--- src/design/ttpt_pkg.sv ---
package ttpt_pkg;

  // Ratio fraction bits, default for the top-level parameter
  localparam int unsigned RatioFracBits = 16;

  // Fixed field widths
  localparam int unsigned IdW     = 8;
  localparam int unsigned PosW    = 16;
  localparam int unsigned SpreadW = 17;
  localparam int unsigned RatioW  = 24;
  localparam int unsigned SqW     = 34;
  localparam int unsigned RemW    = 20;

  localparam logic [RatioW-1:0] RatioMax = '1;

  typedef enum logic [1:0] {
    ACT_BEGIN = 2'd0,
    ACT_MOVE  = 2'd1,
    ACT_END   = 2'd2,
    ACT_RESET = 2'd3
  } action_e;

  typedef enum logic [0:0] {
    ST_IDLE,
    ST_CALC
  } top_state_e;

  typedef enum logic [2:0] {
    AR_IDLE,
    AR_SQX,
    AR_SQY,
    AR_ROOT,
    AR_DIV,
    AR_DONE
  } ar_state_e;

  typedef struct packed {
    logic                   valid;
    logic signed [IdW-1:0]  id;
    logic signed [PosW-1:0] x;
    logic signed [PosW-1:0] y;
  } slot_t;

  typedef struct packed {
    action_e                action;
    logic signed [IdW-1:0]  id;
    logic signed [PosW-1:0] x;
    logic signed [PosW-1:0] y;
  } event_t;

  // What an event asks of the rest of the block
  typedef struct packed {
    logic calc;      // spread needed
    logic ratio;     // ratio needed as well, if both spreads are nonzero
    logic clr_last;  // clear the stored spread
  } plan_t;

  // Status and results of the arithmetic unit
  typedef struct packed {
    logic                done;
    logic                upd;
    logic [SpreadW-1:0]  spread;
    logic [RatioW-1:0]   ratio;
  } ar_res_t;

  typedef struct packed {
    logic                   update_valid;
    logic [RatioW-1:0]      zoom_ratio;
    logic signed [PosW-1:0] mid_x;
    logic signed [PosW-1:0] mid_y;
    logic                   pinch_active;
    logic                   id_tracked;
    logic                   single_present;
    logic signed [IdW-1:0]  single_id;
    logic signed [PosW-1:0] single_x;
    logic signed [PosW-1:0] single_y;
  } res_t;

endpackage

--- src/design/ttpt_if.sv ---
interface ttpt_in_if;
  logic              valid;
  logic              ready;
  logic [1:0]        action;
  logic signed [7:0] touch_id;
  logic signed [15:0] pos_x;
  logic signed [15:0] pos_y;

  modport source (output valid, action, touch_id, pos_x, pos_y, input ready);
  modport sink (input valid, action, touch_id, pos_x, pos_y, output ready);
endinterface

interface ttpt_out_if;
  logic               valid;
  logic               ready;
  logic               update_valid;
  logic [23:0]        zoom_ratio;
  logic signed [15:0] mid_x;
  logic signed [15:0] mid_y;
  logic               pinch_active;
  logic               id_tracked;
  logic               single_present;
  logic signed [7:0]  single_id;
  logic signed [15:0] single_x;
  logic signed [15:0] single_y;

  modport source (
    output valid, update_valid, zoom_ratio, mid_x, mid_y, pinch_active, id_tracked,
           single_present, single_id, single_x, single_y,
    input  ready
  );
  modport sink (
    input  valid, update_valid, zoom_ratio, mid_x, mid_y, pinch_active, id_tracked,
           single_present, single_id, single_x, single_y,
    output ready
  );
endinterface

--- src/design/ttpt_slots.sv ---
module ttpt_slots (
  input  logic                  clk_i,
  input  logic                  rst_ni,
  input  logic                  apply_i,
  input  ttpt_pkg::event_t      ev_i,
  output ttpt_pkg::slot_t       slot_a_o,
  output ttpt_pkg::slot_t       slot_b_o,
  output ttpt_pkg::plan_t       plan_o
);

  ttpt_pkg::slot_t a_q, a_d, b_q, b_d;
  logic            hit_a, hit_b;

  assign hit_a = a_q.valid && (a_q.id == ev_i.id);
  assign hit_b = b_q.valid && (b_q.id == ev_i.id);

  // Work out the slot contents after the event
  always_comb begin
    a_d    = a_q;
    b_d    = b_q;
    plan_o = '0;
    if (ev_i.action == ttpt_pkg::ACT_RESET) begin
      a_d             = '0;
      b_d             = '0;
      plan_o.clr_last = 1'b1;
    end else if (!ev_i.id[ttpt_pkg::IdW-1]) begin
      case (ev_i.action)
        ttpt_pkg::ACT_BEGIN: begin
          if (hit_a) begin
            a_d.x = ev_i.x;
            a_d.y = ev_i.y;
          end else if (hit_b) begin
            b_d.x = ev_i.x;
            b_d.y = ev_i.y;
          end else if (!a_q.valid) begin
            a_d = '{valid: 1'b1, id: ev_i.id, x: ev_i.x, y: ev_i.y};
          end else if (!b_q.valid) begin
            b_d         = '{valid: 1'b1, id: ev_i.id, x: ev_i.x, y: ev_i.y};
            plan_o.calc = 1'b1;
          end
        end
        ttpt_pkg::ACT_MOVE: begin
          if (hit_a) begin
            a_d.x = ev_i.x;
            a_d.y = ev_i.y;
          end else if (hit_b) begin
            b_d.x = ev_i.x;
            b_d.y = ev_i.y;
          end
          if ((hit_a || hit_b) && a_q.valid && b_q.valid) begin
            plan_o.calc  = 1'b1;
            plan_o.ratio = 1'b1;
          end
        end
        ttpt_pkg::ACT_END: begin
          // promote the second contact when the first one lifts
          if (hit_a) begin
            a_d             = b_q;
            b_d             = '0;
            plan_o.clr_last = 1'b1;
          end else if (hit_b) begin
            b_d             = '0;
            plan_o.clr_last = 1'b1;
          end
        end
        default: begin
          a_d = a_q;
        end
      endcase
    end
  end

  // Hold the slots
  always_ff @(posedge clk_i or negedge rst_ni) begin
    if (!rst_ni) begin
      a_q <= '0;
      b_q <= '0;
    end else if (apply_i) begin
      a_q <= a_d;
      b_q <= b_d;
    end
  end

  assign slot_a_o = a_q;
  assign slot_b_o = b_q;

endmodule

--- src/design/ttpt_cmpsub.sv ---
module ttpt_cmpsub (
  input  logic [ttpt_pkg::RemW-1:0] a_i,
  input  logic [ttpt_pkg::RemW-1:0] b_i,
  output logic [ttpt_pkg::RemW-1:0] diff_o,
  output logic                      ge_o
);

  logic [ttpt_pkg::RemW:0] full;

  // Subtract with borrow; no borrow means a >= b
  assign full   = {1'b0, a_i} - {1'b0, b_i};
  assign diff_o = full[ttpt_pkg::RemW-1:0];
  assign ge_o   = ~full[ttpt_pkg::RemW];

endmodule

--- src/design/ttpt_arith.sv ---
module ttpt_arith #(
  parameter int unsigned RATIO_FRAC_BITS = ttpt_pkg::RatioFracBits
) (
  input  logic                          clk_i,
  input  logic                          rst_ni,
  input  logic                          start_i,
  input  logic                          div_en_i,
  input  logic [ttpt_pkg::SpreadW-1:0]  last_i,
  input  ttpt_pkg::slot_t               slot_a_i,
  input  ttpt_pkg::slot_t               slot_b_i,
  output ttpt_pkg::ar_res_t             res_o
);

  localparam int unsigned NumW = ttpt_pkg::SpreadW + RATIO_FRAC_BITS;
  localparam int unsigned ShW  = (NumW > ttpt_pkg::SqW) ? NumW : ttpt_pkg::SqW;
  localparam int unsigned CntW = $clog2(NumW);
  localparam int unsigned RemW = ttpt_pkg::RemW;
  localparam int unsigned SpW  = ttpt_pkg::SpreadW;

  ttpt_pkg::ar_state_e state_q, state_d;

  logic [ShW-1:0]           sh_q, sh_d;
  logic [RemW-1:0]          rem_q, rem_d;
  logic [NumW-1:0]          acc_q, acc_d;
  logic [CntW-1:0]          cnt_q, cnt_d;
  logic [ttpt_pkg::SqW-1:0] sq_q, sq_d;
  logic [SpW-1:0]           last_q, last_d, spread_q, spread_d;
  logic                     div_en_q, div_en_d, upd_q, upd_d;

  logic signed [SpW-1:0]      dx, dy, mul_op;
  logic signed [2*SpW-1:0]    prod;
  logic [ttpt_pkg::SqW-1:0]   sum;
  logic [RemW-1:0]            rem_in, trial, diff;
  logic                       ge;
  logic [NumW-1:0]            acc_step;
  logic [SpW-1:0]             root_new;

  assign dx     = SpW'(slot_b_i.x) - SpW'(slot_a_i.x);
  assign dy     = SpW'(slot_b_i.y) - SpW'(slot_a_i.y);
  assign mul_op = (state_q == ttpt_pkg::AR_SQX) ? dx : dy;
  assign prod   = mul_op * mul_op;
  assign sum    = sq_q + ttpt_pkg::SqW'(prod);

  // Root steps take two bits, division steps one
  always_comb begin
    if (state_q == ttpt_pkg::AR_ROOT) begin
      rem_in = {rem_q[RemW-3:0], sh_q[ShW-1 -: 2]};
      trial  = {1'b0, acc_q[SpW-1:0], 2'b01};
    end else begin
      rem_in = {rem_q[RemW-2:0], sh_q[ShW-1]};
      trial  = RemW'(last_q);
    end
  end

  ttpt_cmpsub u_cmpsub (
    .a_i    (rem_in),
    .b_i    (trial),
    .diff_o (diff),
    .ge_o   (ge)
  );

  assign acc_step = {acc_q[NumW-2:0], ge};
  assign root_new = acc_step[SpW-1:0];

  // Sequence squares, root and division
  always_comb begin
    state_d  = state_q;
    sh_d     = sh_q;
    rem_d    = rem_q;
    acc_d    = acc_q;
    cnt_d    = cnt_q;
    sq_d     = sq_q;
    last_d   = last_q;
    spread_d = spread_q;
    div_en_d = div_en_q;
    upd_d    = upd_q;
    case (state_q)
      ttpt_pkg::AR_IDLE: begin
        if (start_i) begin
          div_en_d = div_en_i;
          last_d   = last_i;
          upd_d    = 1'b0;
          state_d  = ttpt_pkg::AR_SQX;
        end
      end
      ttpt_pkg::AR_SQX: begin
        sq_d    = ttpt_pkg::SqW'(prod);
        state_d = ttpt_pkg::AR_SQY;
      end
      ttpt_pkg::AR_SQY: begin
        sh_d    = ShW'(sum) << (ShW - ttpt_pkg::SqW);
        rem_d   = '0;
        acc_d   = '0;
        cnt_d   = '0;
        state_d = ttpt_pkg::AR_ROOT;
      end
      ttpt_pkg::AR_ROOT: begin
        sh_d  = sh_q << 2;
        rem_d = ge ? diff : rem_in;
        acc_d = acc_step;
        cnt_d = cnt_q + 1'b1;
        if (cnt_q == CntW'(SpW - 1)) begin
          spread_d = root_new;
          if (div_en_q && (root_new != '0) && (last_q != '0)) begin
            sh_d    = ShW'(root_new) << (ShW - SpW);
            rem_d   = '0;
            acc_d   = '0;
            cnt_d   = '0;
            upd_d   = 1'b1;
            state_d = ttpt_pkg::AR_DIV;
          end else begin
            state_d = ttpt_pkg::AR_DONE;
          end
        end
      end
      ttpt_pkg::AR_DIV: begin
        sh_d  = sh_q << 1;
        rem_d = ge ? diff : rem_in;
        acc_d = acc_step;
        cnt_d = cnt_q + 1'b1;
        if (cnt_q == CntW'(NumW - 1)) begin
          state_d = ttpt_pkg::AR_DONE;
        end
      end
      ttpt_pkg::AR_DONE: begin
        state_d = ttpt_pkg::AR_IDLE;
      end
      default: begin
        state_d = ttpt_pkg::AR_IDLE;
      end
    endcase
  end

  always_ff @(posedge clk_i or negedge rst_ni) begin
    if (!rst_ni) begin
      state_q  <= ttpt_pkg::AR_IDLE;
      div_en_q <= 1'b0;
      upd_q    <= 1'b0;
      cnt_q    <= '0;
    end else begin
      state_q  <= state_d;
      div_en_q <= div_en_d;
      upd_q    <= upd_d;
      cnt_q    <= cnt_d;
    end
  end

  always_ff @(posedge clk_i) begin
    sh_q     <= sh_d;
    rem_q    <= rem_d;
    acc_q    <= acc_d;
    sq_q     <= sq_d;
    last_q   <= last_d;
    spread_q <= spread_d;
  end

  // Status and spread out; saturate the quotient to the result width
  assign res_o.done   = (state_q == ttpt_pkg::AR_DONE);
  assign res_o.upd    = upd_q;
  assign res_o.spread = spread_q;
  assign res_o.ratio  = (|acc_q[NumW-1:ttpt_pkg::RatioW]) ? ttpt_pkg::RatioMax
                                                          : acc_q[ttpt_pkg::RatioW-1:0];

endmodule

--- src/design/two_touch_pinch_tracker.sv ---
// Channel  Dir  Modport  Payload
// in_i     in   sink     action, touch_id, pos_x, pos_y
// out_o    out  source   update_valid, zoom_ratio, mid_x/y, status, single contact
//
// One item at a time. Events that need no spread go from accept through ST_CALC to a registered result.
// A spread (second begin, or a move with two contacts) adds two squares
// through one multiplier and 17 root steps on the shared compare-subtract unit.
// A ratio adds 17 + RATIO_FRAC_BITS division steps on the same unit. Reset clears slots
// and stored spread. A result waiting at out_o holds in_i.ready low until it is taken.
module two_touch_pinch_tracker #(
  parameter int unsigned RATIO_FRAC_BITS = ttpt_pkg::RatioFracBits
) (
  input  logic       clk_i,
  input  logic       rst_ni,
  ttpt_in_if.sink    in_i,
  ttpt_out_if.source out_o
);

  ttpt_pkg::top_state_e state_q, state_d;

  ttpt_pkg::event_t  ev;
  ttpt_pkg::slot_t   slot_a, slot_b;
  ttpt_pkg::plan_t   plan;
  ttpt_pkg::ar_res_t ar_res;
  ttpt_pkg::res_t    res_q, res_d;

  logic                             in_acc, out_valid_q, out_valid_d, finish;
  logic                             calc_q, calc_d;
  logic signed [ttpt_pkg::IdW-1:0]  id_q, id_d;
  logic [ttpt_pkg::SpreadW-1:0]     last_q, last_d;
  logic signed [ttpt_pkg::PosW:0]   sum_x, sum_y;
  logic                             single;

  assign ev = '{action: ttpt_pkg::action_e'(in_i.action), id: in_i.touch_id,
                x: in_i.pos_x, y: in_i.pos_y};

  assign in_i.ready = (state_q == ttpt_pkg::ST_IDLE) && !out_valid_q;
  assign in_acc     = in_i.valid && in_i.ready;

  ttpt_slots u_slots (
    .clk_i    (clk_i),
    .rst_ni   (rst_ni),
    .apply_i  (in_acc),
    .ev_i     (ev),
    .slot_a_o (slot_a),
    .slot_b_o (slot_b),
    .plan_o   (plan)
  );

  ttpt_arith #(
    .RATIO_FRAC_BITS (RATIO_FRAC_BITS)
  ) u_arith (
    .clk_i    (clk_i),
    .rst_ni   (rst_ni),
    .start_i  (in_acc && plan.calc),
    .div_en_i (plan.ratio),
    .last_i   (last_q),
    .slot_a_i (slot_a),
    .slot_b_i (slot_b),
    .res_o    (ar_res)
  );

  // Floor midpoint of the two contacts
  assign sum_x  = {slot_a.x[ttpt_pkg::PosW-1], slot_a.x} + {slot_b.x[ttpt_pkg::PosW-1], slot_b.x};
  assign sum_y  = {slot_a.y[ttpt_pkg::PosW-1], slot_a.y} + {slot_b.y[ttpt_pkg::PosW-1], slot_b.y};
  assign single = slot_a.valid && !slot_b.valid;
  assign finish = (state_q == ttpt_pkg::ST_CALC) && (!calc_q || ar_res.done);

  // Step the event through, collect the result
  always_comb begin
    state_d     = state_q;
    out_valid_d = out_valid_q;
    calc_d      = calc_q;
    id_d        = id_q;
    last_d      = last_q;
    res_d       = res_q;
    if (out_valid_q && out_o.ready) begin
      out_valid_d = 1'b0;
    end
    case (state_q)
      ttpt_pkg::ST_IDLE: begin
        if (in_acc) begin
          calc_d  = plan.calc;
          id_d    = in_i.touch_id;
          if (plan.clr_last) begin
            last_d = '0;
          end
          state_d = ttpt_pkg::ST_CALC;
        end
      end
      ttpt_pkg::ST_CALC: begin
        if (finish) begin
          res_d.update_valid   = calc_q && ar_res.upd;
          res_d.zoom_ratio     = (calc_q && ar_res.upd) ? ar_res.ratio : '0;
          res_d.mid_x          = (calc_q && ar_res.upd) ? sum_x[ttpt_pkg::PosW:1] : '0;
          res_d.mid_y          = (calc_q && ar_res.upd) ? sum_y[ttpt_pkg::PosW:1] : '0;
          res_d.pinch_active   = slot_a.valid && slot_b.valid;
          res_d.id_tracked     = (slot_a.valid && (slot_a.id == id_q))
                               || (slot_b.valid && (slot_b.id == id_q));
          res_d.single_present = single;
          res_d.single_id      = single ? slot_a.id : '0;
          res_d.single_x       = single ? slot_a.x : '0;
          res_d.single_y       = single ? slot_a.y : '0;
          if (calc_q) begin
            last_d = ar_res.spread;
          end
          out_valid_d = 1'b1;
          state_d     = ttpt_pkg::ST_IDLE;
        end
      end
      default: begin
        state_d = ttpt_pkg::ST_IDLE;
      end
    endcase
  end

  always_ff @(posedge clk_i or negedge rst_ni) begin
    if (!rst_ni) begin
      state_q     <= ttpt_pkg::ST_IDLE;
      out_valid_q <= 1'b0;
      calc_q      <= 1'b0;
      last_q      <= '0;
    end else begin
      state_q     <= state_d;
      out_valid_q <= out_valid_d;
      calc_q      <= calc_d;
      last_q      <= last_d;
    end
  end

  always_ff @(posedge clk_i) begin
    id_q  <= id_d;
    res_q <= res_d;
  end

  assign out_o.valid          = out_valid_q;
  assign out_o.update_valid   = res_q.update_valid;
  assign out_o.zoom_ratio     = res_q.zoom_ratio;
  assign out_o.mid_x          = res_q.mid_x;
  assign out_o.mid_y          = res_q.mid_y;
  assign out_o.pinch_active   = res_q.pinch_active;
  assign out_o.id_tracked     = res_q.id_tracked;
  assign out_o.single_present = res_q.single_present;
  assign out_o.single_id      = res_q.single_id;
  assign out_o.single_x       = res_q.single_x;
  assign out_o.single_y       = res_q.single_y;

  // A result appears only after an event has been worked through
  a_out_after_calc: assert property (@(posedge clk_i) disable iff (!rst_ni)
    $rose(out_valid_q) |-> $past(state_q == ttpt_pkg::ST_CALC))
    else $error("result without a finished event");

  // The arithmetic unit finishes only while an event is in progress
  a_done_in_calc: assert property (@(posedge clk_i) disable iff (!rst_ni)
    ar_res.done |-> (state_q == ttpt_pkg::ST_CALC) && calc_q)
    else $error("arithmetic finished outside an event");

  // An update needs both contacts held
  a_upd_pinch: assert property (@(posedge clk_i) disable iff (!rst_ni)
    out_valid_q && res_q.update_valid |-> res_q.pinch_active && !res_q.single_present)
    else $error("update without two contacts");

endmodule

--- src/flat_wrapper.sv ---
// flat-port wrapper written by rule: the top's interface ports become plain ports
module two_touch_pinch_tracker_flat 
#(
  parameter int unsigned RATIO_FRAC_BITS = ttpt_pkg::RatioFracBits
)
  (clk_i, rst_ni, in_i_valid, in_i_action, in_i_touch_id, in_i_pos_x, in_i_pos_y, in_i_ready, out_o_valid, out_o_update_valid, out_o_zoom_ratio, out_o_mid_x, out_o_mid_y, out_o_pinch_active, out_o_id_tracked, out_o_single_present, out_o_single_id, out_o_single_x, out_o_single_y, out_o_ready);
  ttpt_in_if in_i_i ();
  ttpt_out_if out_o_i ();
  input  logic clk_i;
  input  logic rst_ni;
  input wire logic [$bits(in_i_i.valid)-1:0] in_i_valid;
  input wire logic [$bits(in_i_i.action)-1:0] in_i_action;
  input wire logic [$bits(in_i_i.touch_id)-1:0] in_i_touch_id;
  input wire logic [$bits(in_i_i.pos_x)-1:0] in_i_pos_x;
  input wire logic [$bits(in_i_i.pos_y)-1:0] in_i_pos_y;
  output wire logic [$bits(in_i_i.ready)-1:0] in_i_ready;
  output wire logic [$bits(out_o_i.valid)-1:0] out_o_valid;
  output wire logic [$bits(out_o_i.update_valid)-1:0] out_o_update_valid;
  output wire logic [$bits(out_o_i.zoom_ratio)-1:0] out_o_zoom_ratio;
  output wire logic [$bits(out_o_i.mid_x)-1:0] out_o_mid_x;
  output wire logic [$bits(out_o_i.mid_y)-1:0] out_o_mid_y;
  output wire logic [$bits(out_o_i.pinch_active)-1:0] out_o_pinch_active;
  output wire logic [$bits(out_o_i.id_tracked)-1:0] out_o_id_tracked;
  output wire logic [$bits(out_o_i.single_present)-1:0] out_o_single_present;
  output wire logic [$bits(out_o_i.single_id)-1:0] out_o_single_id;
  output wire logic [$bits(out_o_i.single_x)-1:0] out_o_single_x;
  output wire logic [$bits(out_o_i.single_y)-1:0] out_o_single_y;
  input wire logic [$bits(out_o_i.ready)-1:0] out_o_ready;
  assign in_i_i.valid = in_i_valid;
  assign in_i_i.action = in_i_action;
  assign in_i_i.touch_id = in_i_touch_id;
  assign in_i_i.pos_x = in_i_pos_x;
  assign in_i_i.pos_y = in_i_pos_y;
  assign in_i_ready = in_i_i.ready;
  assign out_o_valid = out_o_i.valid;
  assign out_o_update_valid = out_o_i.update_valid;
  assign out_o_zoom_ratio = out_o_i.zoom_ratio;
  assign out_o_mid_x = out_o_i.mid_x;
  assign out_o_mid_y = out_o_i.mid_y;
  assign out_o_pinch_active = out_o_i.pinch_active;
  assign out_o_id_tracked = out_o_i.id_tracked;
  assign out_o_single_present = out_o_i.single_present;
  assign out_o_single_id = out_o_i.single_id;
  assign out_o_single_x = out_o_i.single_x;
  assign out_o_single_y = out_o_i.single_y;
  assign out_o_i.ready = out_o_ready;
  two_touch_pinch_tracker #(.RATIO_FRAC_BITS(RATIO_FRAC_BITS)) u_core (.clk_i(clk_i), .rst_ni(rst_ni), .in_i(in_i_i), .out_o(out_o_i));
endmodule
--- config.mk ---
export PLATFORM = sky130hd
export DESIGN_NAME = two_touch_pinch_tracker_flat
export DESIGN_NICKNAME = d
export VERILOG_FILES = /design/src/design/ttpt_pkg.sv /design/src/design/ttpt_if.sv /design/src/design/ttpt_slots.sv /design/src/design/ttpt_cmpsub.sv /design/src/design/ttpt_arith.sv /design/src/design/two_touch_pinch_tracker.sv /design/src/flat_wrapper.sv
export SDC_FILE = /design/constraint.sdc
export NUM_CORES = 1
export LEC_CHECK = 0
export BUFFER_PORTS_ARGS = -buffer_cell sky130_fd_sc_hd__buf_2
export CORE_ASPECT_RATIO = 0.5
export CORE_MARGIN = 5
export CORE_UTILIZATION = 30
export CTS_CLUSTER_DIAMETER = 150
export DETAILED_ROUTE_END_ITERATION = 7
export MAX_ROUTING_LAYER = met4
export PLACE_DENSITY = 0.58
export SLEW_MARGIN = 20
export SYNTH_ARGS = -nofsm -noshare
export SYNTH_HDL_FRONTEND = slang
export SYNTH_HIERARCHICAL = 1
export SYNTH_SLANG_ARGS = --single-unit
export TNS_END_PERCENT = 5
--- constraint.sdc ---
create_clock -name clk_i -period 8.97 [get_ports clk_i]
set_input_delay 0.4485 -clock clk_i [delete_from_list [all_inputs] [get_ports clk_i]]
set_output_delay 0.4485 -clock clk_i [all_outputs]
set_load 0.005 [all_outputs]
After elaboration in Yosys (flattened, before gate mapping)

Cells that the tools add are included.

Add/subtract/negate cells: 7
Multiply operators: 1
Equal/unequal tests: 37
Muxes and demuxes: 73
Bitwise logic cells: 2
Reductions and logical operators: 44

Operators with widths:

| kind                                         | number |
|---|---|
| two-way mux 41 bit                           | 10 |
| case mux 32 bit (3 select lines)             | 2 |
| two-way mux 32 bit                           | 5 |
| case mux 34 bit (3 select lines)             | 1 |
| case mux 33 bit (3 select lines)             | 1 |
| two-way mux 17 bit                           | 5 |
| two-way mux 40 bit                           | 2 |
| two-way mux 19 bit                           | 4 |
| two-way mux 34 bit                           | 2 |
| two-way mux 33 bit                           | 2 |
| case mux 19 bit (3 select lines)             | 1 |
| case mux 9 bit (2 select lines)              | 2 |
| adder 16 x 16 -> 17 bit                      | 2 |
| adder 34 bit                                 | 1 |
| multiplier 17 x 17 -> 34 bit                 | 1 |
| case mux 17 bit (2 select lines)             | 1 |
| nonzero test 17 bit                          | 2 |
| subtractor 16 x 16 -> 17 bit                 | 2 |
| == test 8 bit                                | 4 |
| inequality test 3 bit, second input constant | 9 |
| two-way mux 24 bit                           | 1 |
| AND reduction 7 bit                          | 3 |
| subtractor 20 x 19 -> 21 bit                 | 1 |
| two-way mux 20 bit                           | 1 |
| 35 further kinds                             | 99 |

Register bits after elaboration: 375
Bits of input ports: 46
Output and inout bits: 102
Logic and storage cells: 197

Depth between registers and ports, before layout

Gate-level depths: netlist of run 1.

Depth in word-level cells: 12
Depth in mapped cells: 44
Depth with buffers taken out: 43

Modules after synthesis

Netlist of run 1, hierarchy kept.

Modules (own cells, without submodules):

| module                  | times used | cells each | area an instance (um^2) | sequential area each (um^2) |
|---|---|---|---|---|
| ttpt_arith              | 1          | 2019       | 20029.2                 | 4869.7 |
| two_touch_pinch_tracker | 1          | 549        | 6451.2                  | 3743.6 |
| ttpt_slots              | 1          | 357        | 3854.9                  | 2001.9 |
| ttpt_cmpsub             | 1          | 164        | 1089.8                  | 0.0 |

Worst setup path before layout of run 1

No wires, ideal clock.

Path kind: register -> register
Start point: register u_core.u_slots.b_q (netlist bit u_core/u_slots/slot_b_o[0])
End point: register u_core.u_arith.sh_q[33] (data pin)
Setup time: 267 ps
Arrival time: 9424 ps
Required time: 8703 ps
Setup slack: -720 ps
Cell stages (with the launch flop): 41
Buffers on the path: 1
Clock period less this slack: 9690 ps
Cells stage by stage: dfrtp_1 -> inv_1 -> ha_1 -> inv_1 -> fa_1 -> a21o_1 -> a21oi_2 -> o21a_1 -> o21ai_1 -> o311a_1 -> nor3_1 -> mux2i_1 -> a21o_1 -> inv_2 -> buf_2 -> nand2_1 -> fa_1 -> fa_1 -> [... 5 more ...] -> fa_1 -> inv_1 -> ha_1 -> a21oi_1 -> o211ai_1 -> a221oi_1 -> or2b_1 -> o21ai_4 -> o21bai_1 -> a21oi_1 -> xnor2_1 -> ha_1 -> a21oi_1 -> nor2_1 -> a311oi_1 -> o311ai_4 -> xnor2_1 -> o211ai_2

Longest elaborated chain between the ends: 5

RTL lines:

| element                           | line              | text |
|---|---|---|
| from (decl)                       | ttpt_slots.sv:11  | `ttpt_pkg::slot_t a_q, a_d, b_q, b_d;` |
| from (signal assigned)            | ttpt_slots.sv:77  | `b_q <= '0;` |
| from (signal assigned)            | ttpt_slots.sv:80  | `b_q <= b_d;` |
| subtractor 16 x 16 -> 17 bit      | ttpt_arith.sv:39  | `assign dy = SpW'(slot_b_i.y) - SpW'(slot_a_i.y);` |
| two-way mux 17 bit                | ttpt_arith.sv:40  | `assign mul_op = (state_q == ttpt_pkg::AR_SQX) ? dx : dy;` |
| multiplier 17 x 17 -> 34 bit      | ttpt_arith.sv:41  | `assign prod = mul_op * mul_op;` |
| named net u_core.u_arith.prod[31] | ttpt_arith.sv:31  | `logic signed [2*SpW-1:0] prod;` |
| adder 34 bit                      | ttpt_arith.sv:42  | `assign sum = sq_q + ttpt_pkg::SqW'(prod);` |
| case mux 34 bit (3 select lines)  | ttpt_arith.sv:77  | `case (state_q)` |
| named net u_core.u_arith.sh_d[33] | ttpt_arith.sv:22  | `logic [ShW-1:0] sh_q, sh_d;` |
| to (signal assigned)              | ttpt_arith.sv:149 | `sh_q <= sh_d;` |
| to (decl)                         | ttpt_arith.sv:22  |  |

The timed path passes the listed nets, and every way through them passes these cells.
A chain may end at the register's enable or synchronous reset.

Final worst setup path of run 1

Same ends and word-level chain as after synthesis.

==> metrics.md, run 1 <==
| Metric | Value |
|---|---|
| # fillers | `10.3k` |
| Final nets | `4111` |
| Slew Viols, Final | `0` |
| Hpwl dp | `67.4 mm` |
| Setup crit end kind | `flip-flop` |
| Mapped Area | `0.0314 mm²` |
| DIE WIDTH | `467 µm` |
| Commonest cells after routing, fill and taps aside | `417 x buf_4, 389 x inv_1, 266 x fa_1` |
| Initial Util | `30.4%` |
| Area of the multi-input gates | `0.0193 mm²` |
| Met1 Resource Use GR | `21.3%` |
| DRC Markers | `0` |
| Area Growth Syn to Fin | `23.3%` |
| Area occupied by registers | `0.0106 mm²` |
| Vias per cell | `4.78` |
| Drt initial violations | `1560` |
| CTS tree | `built` |
| Minimum clock period | `9.33 ns` |
| Failing checks | `setup timing` |
| Setup tns final | `-2.10 ns` |
| IO Count | `148` |
| Clk sink count | `372` |
| Largest net degree at the start of global routing | `67` |
| Setup violators final | `10` |
| Status | `complete, but fails checks` |
| Core area | `0.103 mm²` |
| IO buf count | `147` |
| Vias in the first global route | `24.7k` |
| Worst-case clock buffer depth | `3` |
| Initial antenna violation count | `1` |
| First-pass GRT wire length | `137 mm` |
| Pre-CTS WS | `-0.945 ns` |
| Reg clk slew, reported paths | `0.07 ns` |
| Worst setup margin | `-0.356 ns` |
| Die area | `0.112 mm²` |
| Gate Count Post-Synth | `3082` |
| WL per Instance | `17.0 µm` |
| Most common cell after layout, fill and taps aside | `buf_4` |
| Via count | `24.0k` |
| Routing usage on met3 | `1.73%` |
| Synth Warn # | `6` |
| Fin crit share | `104%` |
| Highest Clock Rate | `107 MHz` |
| Syn avg cell area | `10.2 µm²` |
| Htree depth | `2` |
| Worst EP arrival | `9.64 ns` |
| Most Crowded Layer GR | `met2` |
| Grt ovf | `0` |
| CTS buffer count | `41` |
| Max-slew headroom | `24.7%` |
| M2 GR Usage | `25.4%` |
| Clock skew | `0.0327 ns` |
| Placement Rows | `83` |
| Slowest library cell on the worst path | `fa_2` |
| Final ANT Viol Nets | `0` |
| CP Launch Type | `flip-flop` |
| RSZ-0062 raised after global routing | `yes` |
| Fin. Hold Viols | `0` |
| Crit-path max FO | `6` |
| Max stage delay on crit path | `0.68 ns` |
| Slew @ Worst Pin | `1.12 ns` |
| Crit path required time | `9.28 ns` |
| Total wire length | `85.2 mm` |
| WS Path Type | `reg -> reg` |
| First-pass DRT Iterations | `7` |
| Layout cells sized above 1 | `24.3%` |
| Clk_lat worst skew | `0.59 ns` |
| GPL Wtd Cong | `0.879` |
| Root Driver | `clkbuf_16` |
| Diodes inserted | `0` |
| Hold Path Class | `in -> reg` |
| Final core utilization | `37.5%` |
| Die height | `239 µm` |
| Max cap viols | `0` |
| GR Util All Layers | `15.6%` |
-- state kept, by name, indices dropped and copies added (netlist names), 19 cells and up --
name,count
u_core/u_arith/sh_q,34
u_core/out_o.zoom_ratio,24
u_core/u_slots/slot_b_o,40
u_core/u_arith/sq_q,33
u_core/u_arith/rem_q,19
u_core/u_arith/acc_q,33
u_core/u_slots/slot_a_o,40
-- through the flow --
stage | instances | cell area, µm² | hold WS, ns
finish | 5021 | 38700 | 0.144
global route | 5021 | 38700 | 0.134
CTS | 5015 | 38400 | 0.108
detailed placement | 4921 | 36500 | 0.431
global placement | 4921 | 36500 | 0.431
floorplan | 3083 | 31500 | 0.153
-- final cells by class --
class                      count  share of cell area (%)
timing repair buffer         573                    10.3
multi-input combinational   2190                    49.9
clock inverter                26                   0.938
clock buffer                  50                    2.87
tap                         1402                    4.53
sequential                   372                    27.4
timing repair inverter         1                  0.0194
inverter                     407                    3.95
-- layer usage --
| metal | up-vias | wire length [µm] |
|---|---|---|
| met5 | - | 0 |
| met2 | 461 | 39600 |
| met1 | 11900 | 40800 |
| met3 | 89 | 3500 |
| met4 | 0 | 1380 |
| li1 | 11500 | - |
-- worst max-delay path, delay by kind of cell, from the launching register on --
kind                     cells  cell delay (ns)
adder cells (fa/ha/maj)     10             4.04
AO/OA/AOI/OAI               11             2.44
multiplexers                 2             0.19
buffers and inverters        9             0.79
AND/OR/NAND/NOR              7             0.98
flip-flops                   1             0.38
XOR/XNOR                     1             0.21
-- repair_timing --
| item | CTS | global route |
|---|---|---|
| hold buffers | 1 | 0 |
| gates resized for setup | 68 | 57 |
| cloned | 1 | 0 |
| setup buffers | 16 | 6 |
| endpoints found under the setup margin | 15 | 18 |
| endpoints found under the hold margin | 22 | 0 |
| pin swaps | 47 | 30 |
-- path summary, 6_finish.rpt --
path | startpoint | to | slack [ns] | depth (start not counted)
min in group asynchronous | rst_ni | u_core/u_slots/slot_b_o[31]$_DFFE_PN0P_ | 0.54 | 2
min | out_o_ready | u_core/out_o.valid$_DFF_PN0_ | 0.14 | 3
min reg2reg | u_core/last_q[9]$_DFFE_PN0P_ | u_core/u_arith/last_q[9]$_DFFE_PP_ | 0.44 | 0
max in group asynchronous | rst_ni | u_core/u_slots/slot_a_o[37]$_DFFE_PN0P_ | 7.21 | 3
max reg2reg | u_core/u_slots/slot_b_o[0]$_DFFE_PN0P_ | u_core/u_arith/sh_q[33]$_DFFE_PP_ | -0.36 | 40
max | u_core/u_slots/slot_b_o[0]$_DFFE_PN0P_ | u_core/u_arith/sh_q[33]$_DFFE_PP_ | -0.36 | 40
Power of run 1 is left out: the tool's default activity adds up to more than one toggle a clock period on the data nets, which glitch-free logic cannot reach.
==> run 2, diff against run 1 <==
==> constraint.sdc (replaced) <==
create_clock -name clk_i -period 8.97 [get_ports clk_i]
set_input_delay 1.3455 -clock clk_i [delete_from_list [all_inputs] [get_ports clk_i]]
set_output_delay 1.3455 -clock clk_i [all_outputs]
set_load 0.005 [all_outputs]
==> run 2 against run 1 <==
Effect of this change: the flow still finishes with violations (setup timing); worst hold slack better by 0.30 ns; via count is 0.21% lower; die area stayed put.
==> metrics.md, run 2 (synthesis gave the netlist of run 1 again) <==
| Metric | Value |
|---|---|
| Worst EP arrival | `9.64 ns` |
| GPL Wtd Cong | `0.879` |
| Layout cells sized above 1 | `24.3%` |
| Post-CTS Hold Fix Bufs | `0` |
| Fin Hold WS | `0.445 ns` |
| Highest Clock Rate | `107 MHz` |
| Vias in the first global route | `24.7k` |
| Core area | `0.103 mm²` |
| Placed Instance Area | `0.0365 mm²` |
| First-pass GRT wire length | `137 mm` |
| Clock skew | `0.0323 ns` |
| Worst-case clock buffer depth | `3` |
| Final nets | `4110` |
| Largest net degree at the start of global routing | `67` |
| Post-route cell area | `0.0387 mm²` |
| Failing checks | `setup timing` |
| Htree depth | `2` |
| Via count | `23.9k` |
| Setup violators final | `10` |
| WL per Instance | `17.0 µm` |
| DIE WIDTH | `467 µm` |
| Slew @ Worst Pin | `1.11 ns` |
| Placement Rows | `83` |
| Final ANT Viol Nets | `0` |
| Clk_lat worst skew | `0.59 ns` |
| IO buf count | `147` |
| Hold Path Class | `reg -> reg` |
| Slowest library cell on the worst path | `fa_2` |
| Max-slew headroom | `25.4%` |
| DRC Markers | `0` |
| Crit path required time | `9.28 ns` |
| Hpwl dp | `67.4 mm` |
| Setup crit end kind | `flip-flop` |
| RSZ-0062 raised after global routing | `yes` |
| Pre-CTS WS | `-0.945 ns` |
| Clk sink count | `372` |
| Initial antenna violation count | `1` |
| Final core utilization | `37.5%` |
| GR Util All Layers | `15.6%` |
| Die area | `0.112 mm²` |
| Vias per cell | `4.77` |
| # fillers | `10.3k` |
| Status | `complete, but fails checks` |
| Commonest cells after routing, fill and taps aside | `417 x buf_4, 389 x inv_1, 266 x fa_1` |
| CTS tree | `built` |
| Total wire length | `85.2 mm` |
| WS Path Type | `reg -> reg` |
| Minimum clock period | `9.33 ns` |
| IO Count | `148` |
| CTS buffer count | `41` |
| Initial Util | `30.4%` |
| Root Driver | `clkbuf_16` |
| Drt initial violations | `1520` |
| Crit-path max FO | `6` |
| Area Growth Syn to Fin | `23.3%` |
| Max stage delay on crit path | `0.68 ns` |
| Fin crit share | `104%` |
| CP Launch Type | `flip-flop` |
| Most common cell after layout, fill and taps aside | `buf_4` |
| Worst setup margin | `-0.360 ns` |
| Fin. Hold Viols | `0` |
| Reg clk slew, reported paths | `0.07 ns` |
| Max cap viols | `0` |
| First-pass DRT Iterations | `5` |
| Die height | `239 µm` |
| Slew Viols, Final | `0` |
| Grt ovf | `0` |
[run 2: what timing repair did]
| item | CTS | global route |
|---|---|---|
| setup endpoints to repair | 15 | 18 |
| pin swaps | 47 | 30 |
| resized for setup | 68 | 57 |
| setup buffers | 16 | 6 |
| gates cloned | 1 | 0 |
[run 2: critical path, delay by kind of cell, from the launching register on]
family	cells	cell delay [ns]
flip-flops	1	0.38
adder cells (fa/ha/maj)	10	4.04
AND/OR/NAND/NOR	7	0.98
XOR/XNOR	1	0.21
buffers and inverters	9	0.80
multiplexers	2	0.19
AO/OA/AOI/OAI	11	2.44
[run 2: final timing paths]
kind,from,to,slack (ns),cells past startpoint
min in group asynchronous,rst_ni,u_core/u_slots/slot_b_o[31]$_DFFE_PN0P_,0.89,1
max,u_core/u_slots/slot_b_o[0]$_DFFE_PN0P_,u_core/u_arith/sh_q[33]$_DFFE_PP_,-0.36,40
max in group asynchronous,rst_ni,u_core/u_slots/slot_a_o[37]$_DFFE_PN0P_,6.87,2
max reg2reg,u_core/u_slots/slot_b_o[0]$_DFFE_PN0P_,u_core/u_arith/sh_q[33]$_DFFE_PP_,-0.36,40
min,u_core/last_q[9]$_DFFE_PN0P_,u_core/u_arith/last_q[9]$_DFFE_PP_,0.44,0
min reg2reg,u_core/last_q[9]$_DFFE_PN0P_,u_core/u_arith/last_q[9]$_DFFE_PP_,0.44,0
[run 2: per-stage QoR]
step                instances  setup TNS, ns
floorplan                3083         -0.554
global placement         4921          -6.39
detailed placement       4921          -6.96
CTS                      5014          -2.62
global route             5020          -8.62
finish                   5021          -2.12
[run 2: layout make-up]
type | instances | area [µm²] | area share, %
repair inverters | 1 | 7.51 | 0.0194
multi-input cells | 2190 | 19300 | 50.0
diodes | 1 | 2.50 | 0.00647
flip-flops and latches | 372 | 10600 | 27.4
clock inverters | 26 | 363 | 0.938
well taps | 1402 | 1750 | 4.53
inverters | 407 | 1530 | 3.95
clock buffers | 50 | 1110 | 2.87
repair buffers | 572 | 3980 | 10.3
[run 2: layer usage]
metal / vias up / GRT usage [%] / wire [µm]
met5: - / - / 0
met4: 0 / 2.84 / 1380
met3: 88 / 1.73 / 3700
met2: 470 / 25.4 / 39600
met1: 11900 / 21.3 / 40500
li1: 11500 / - / -
Power of run 2 is left out for the same reason.
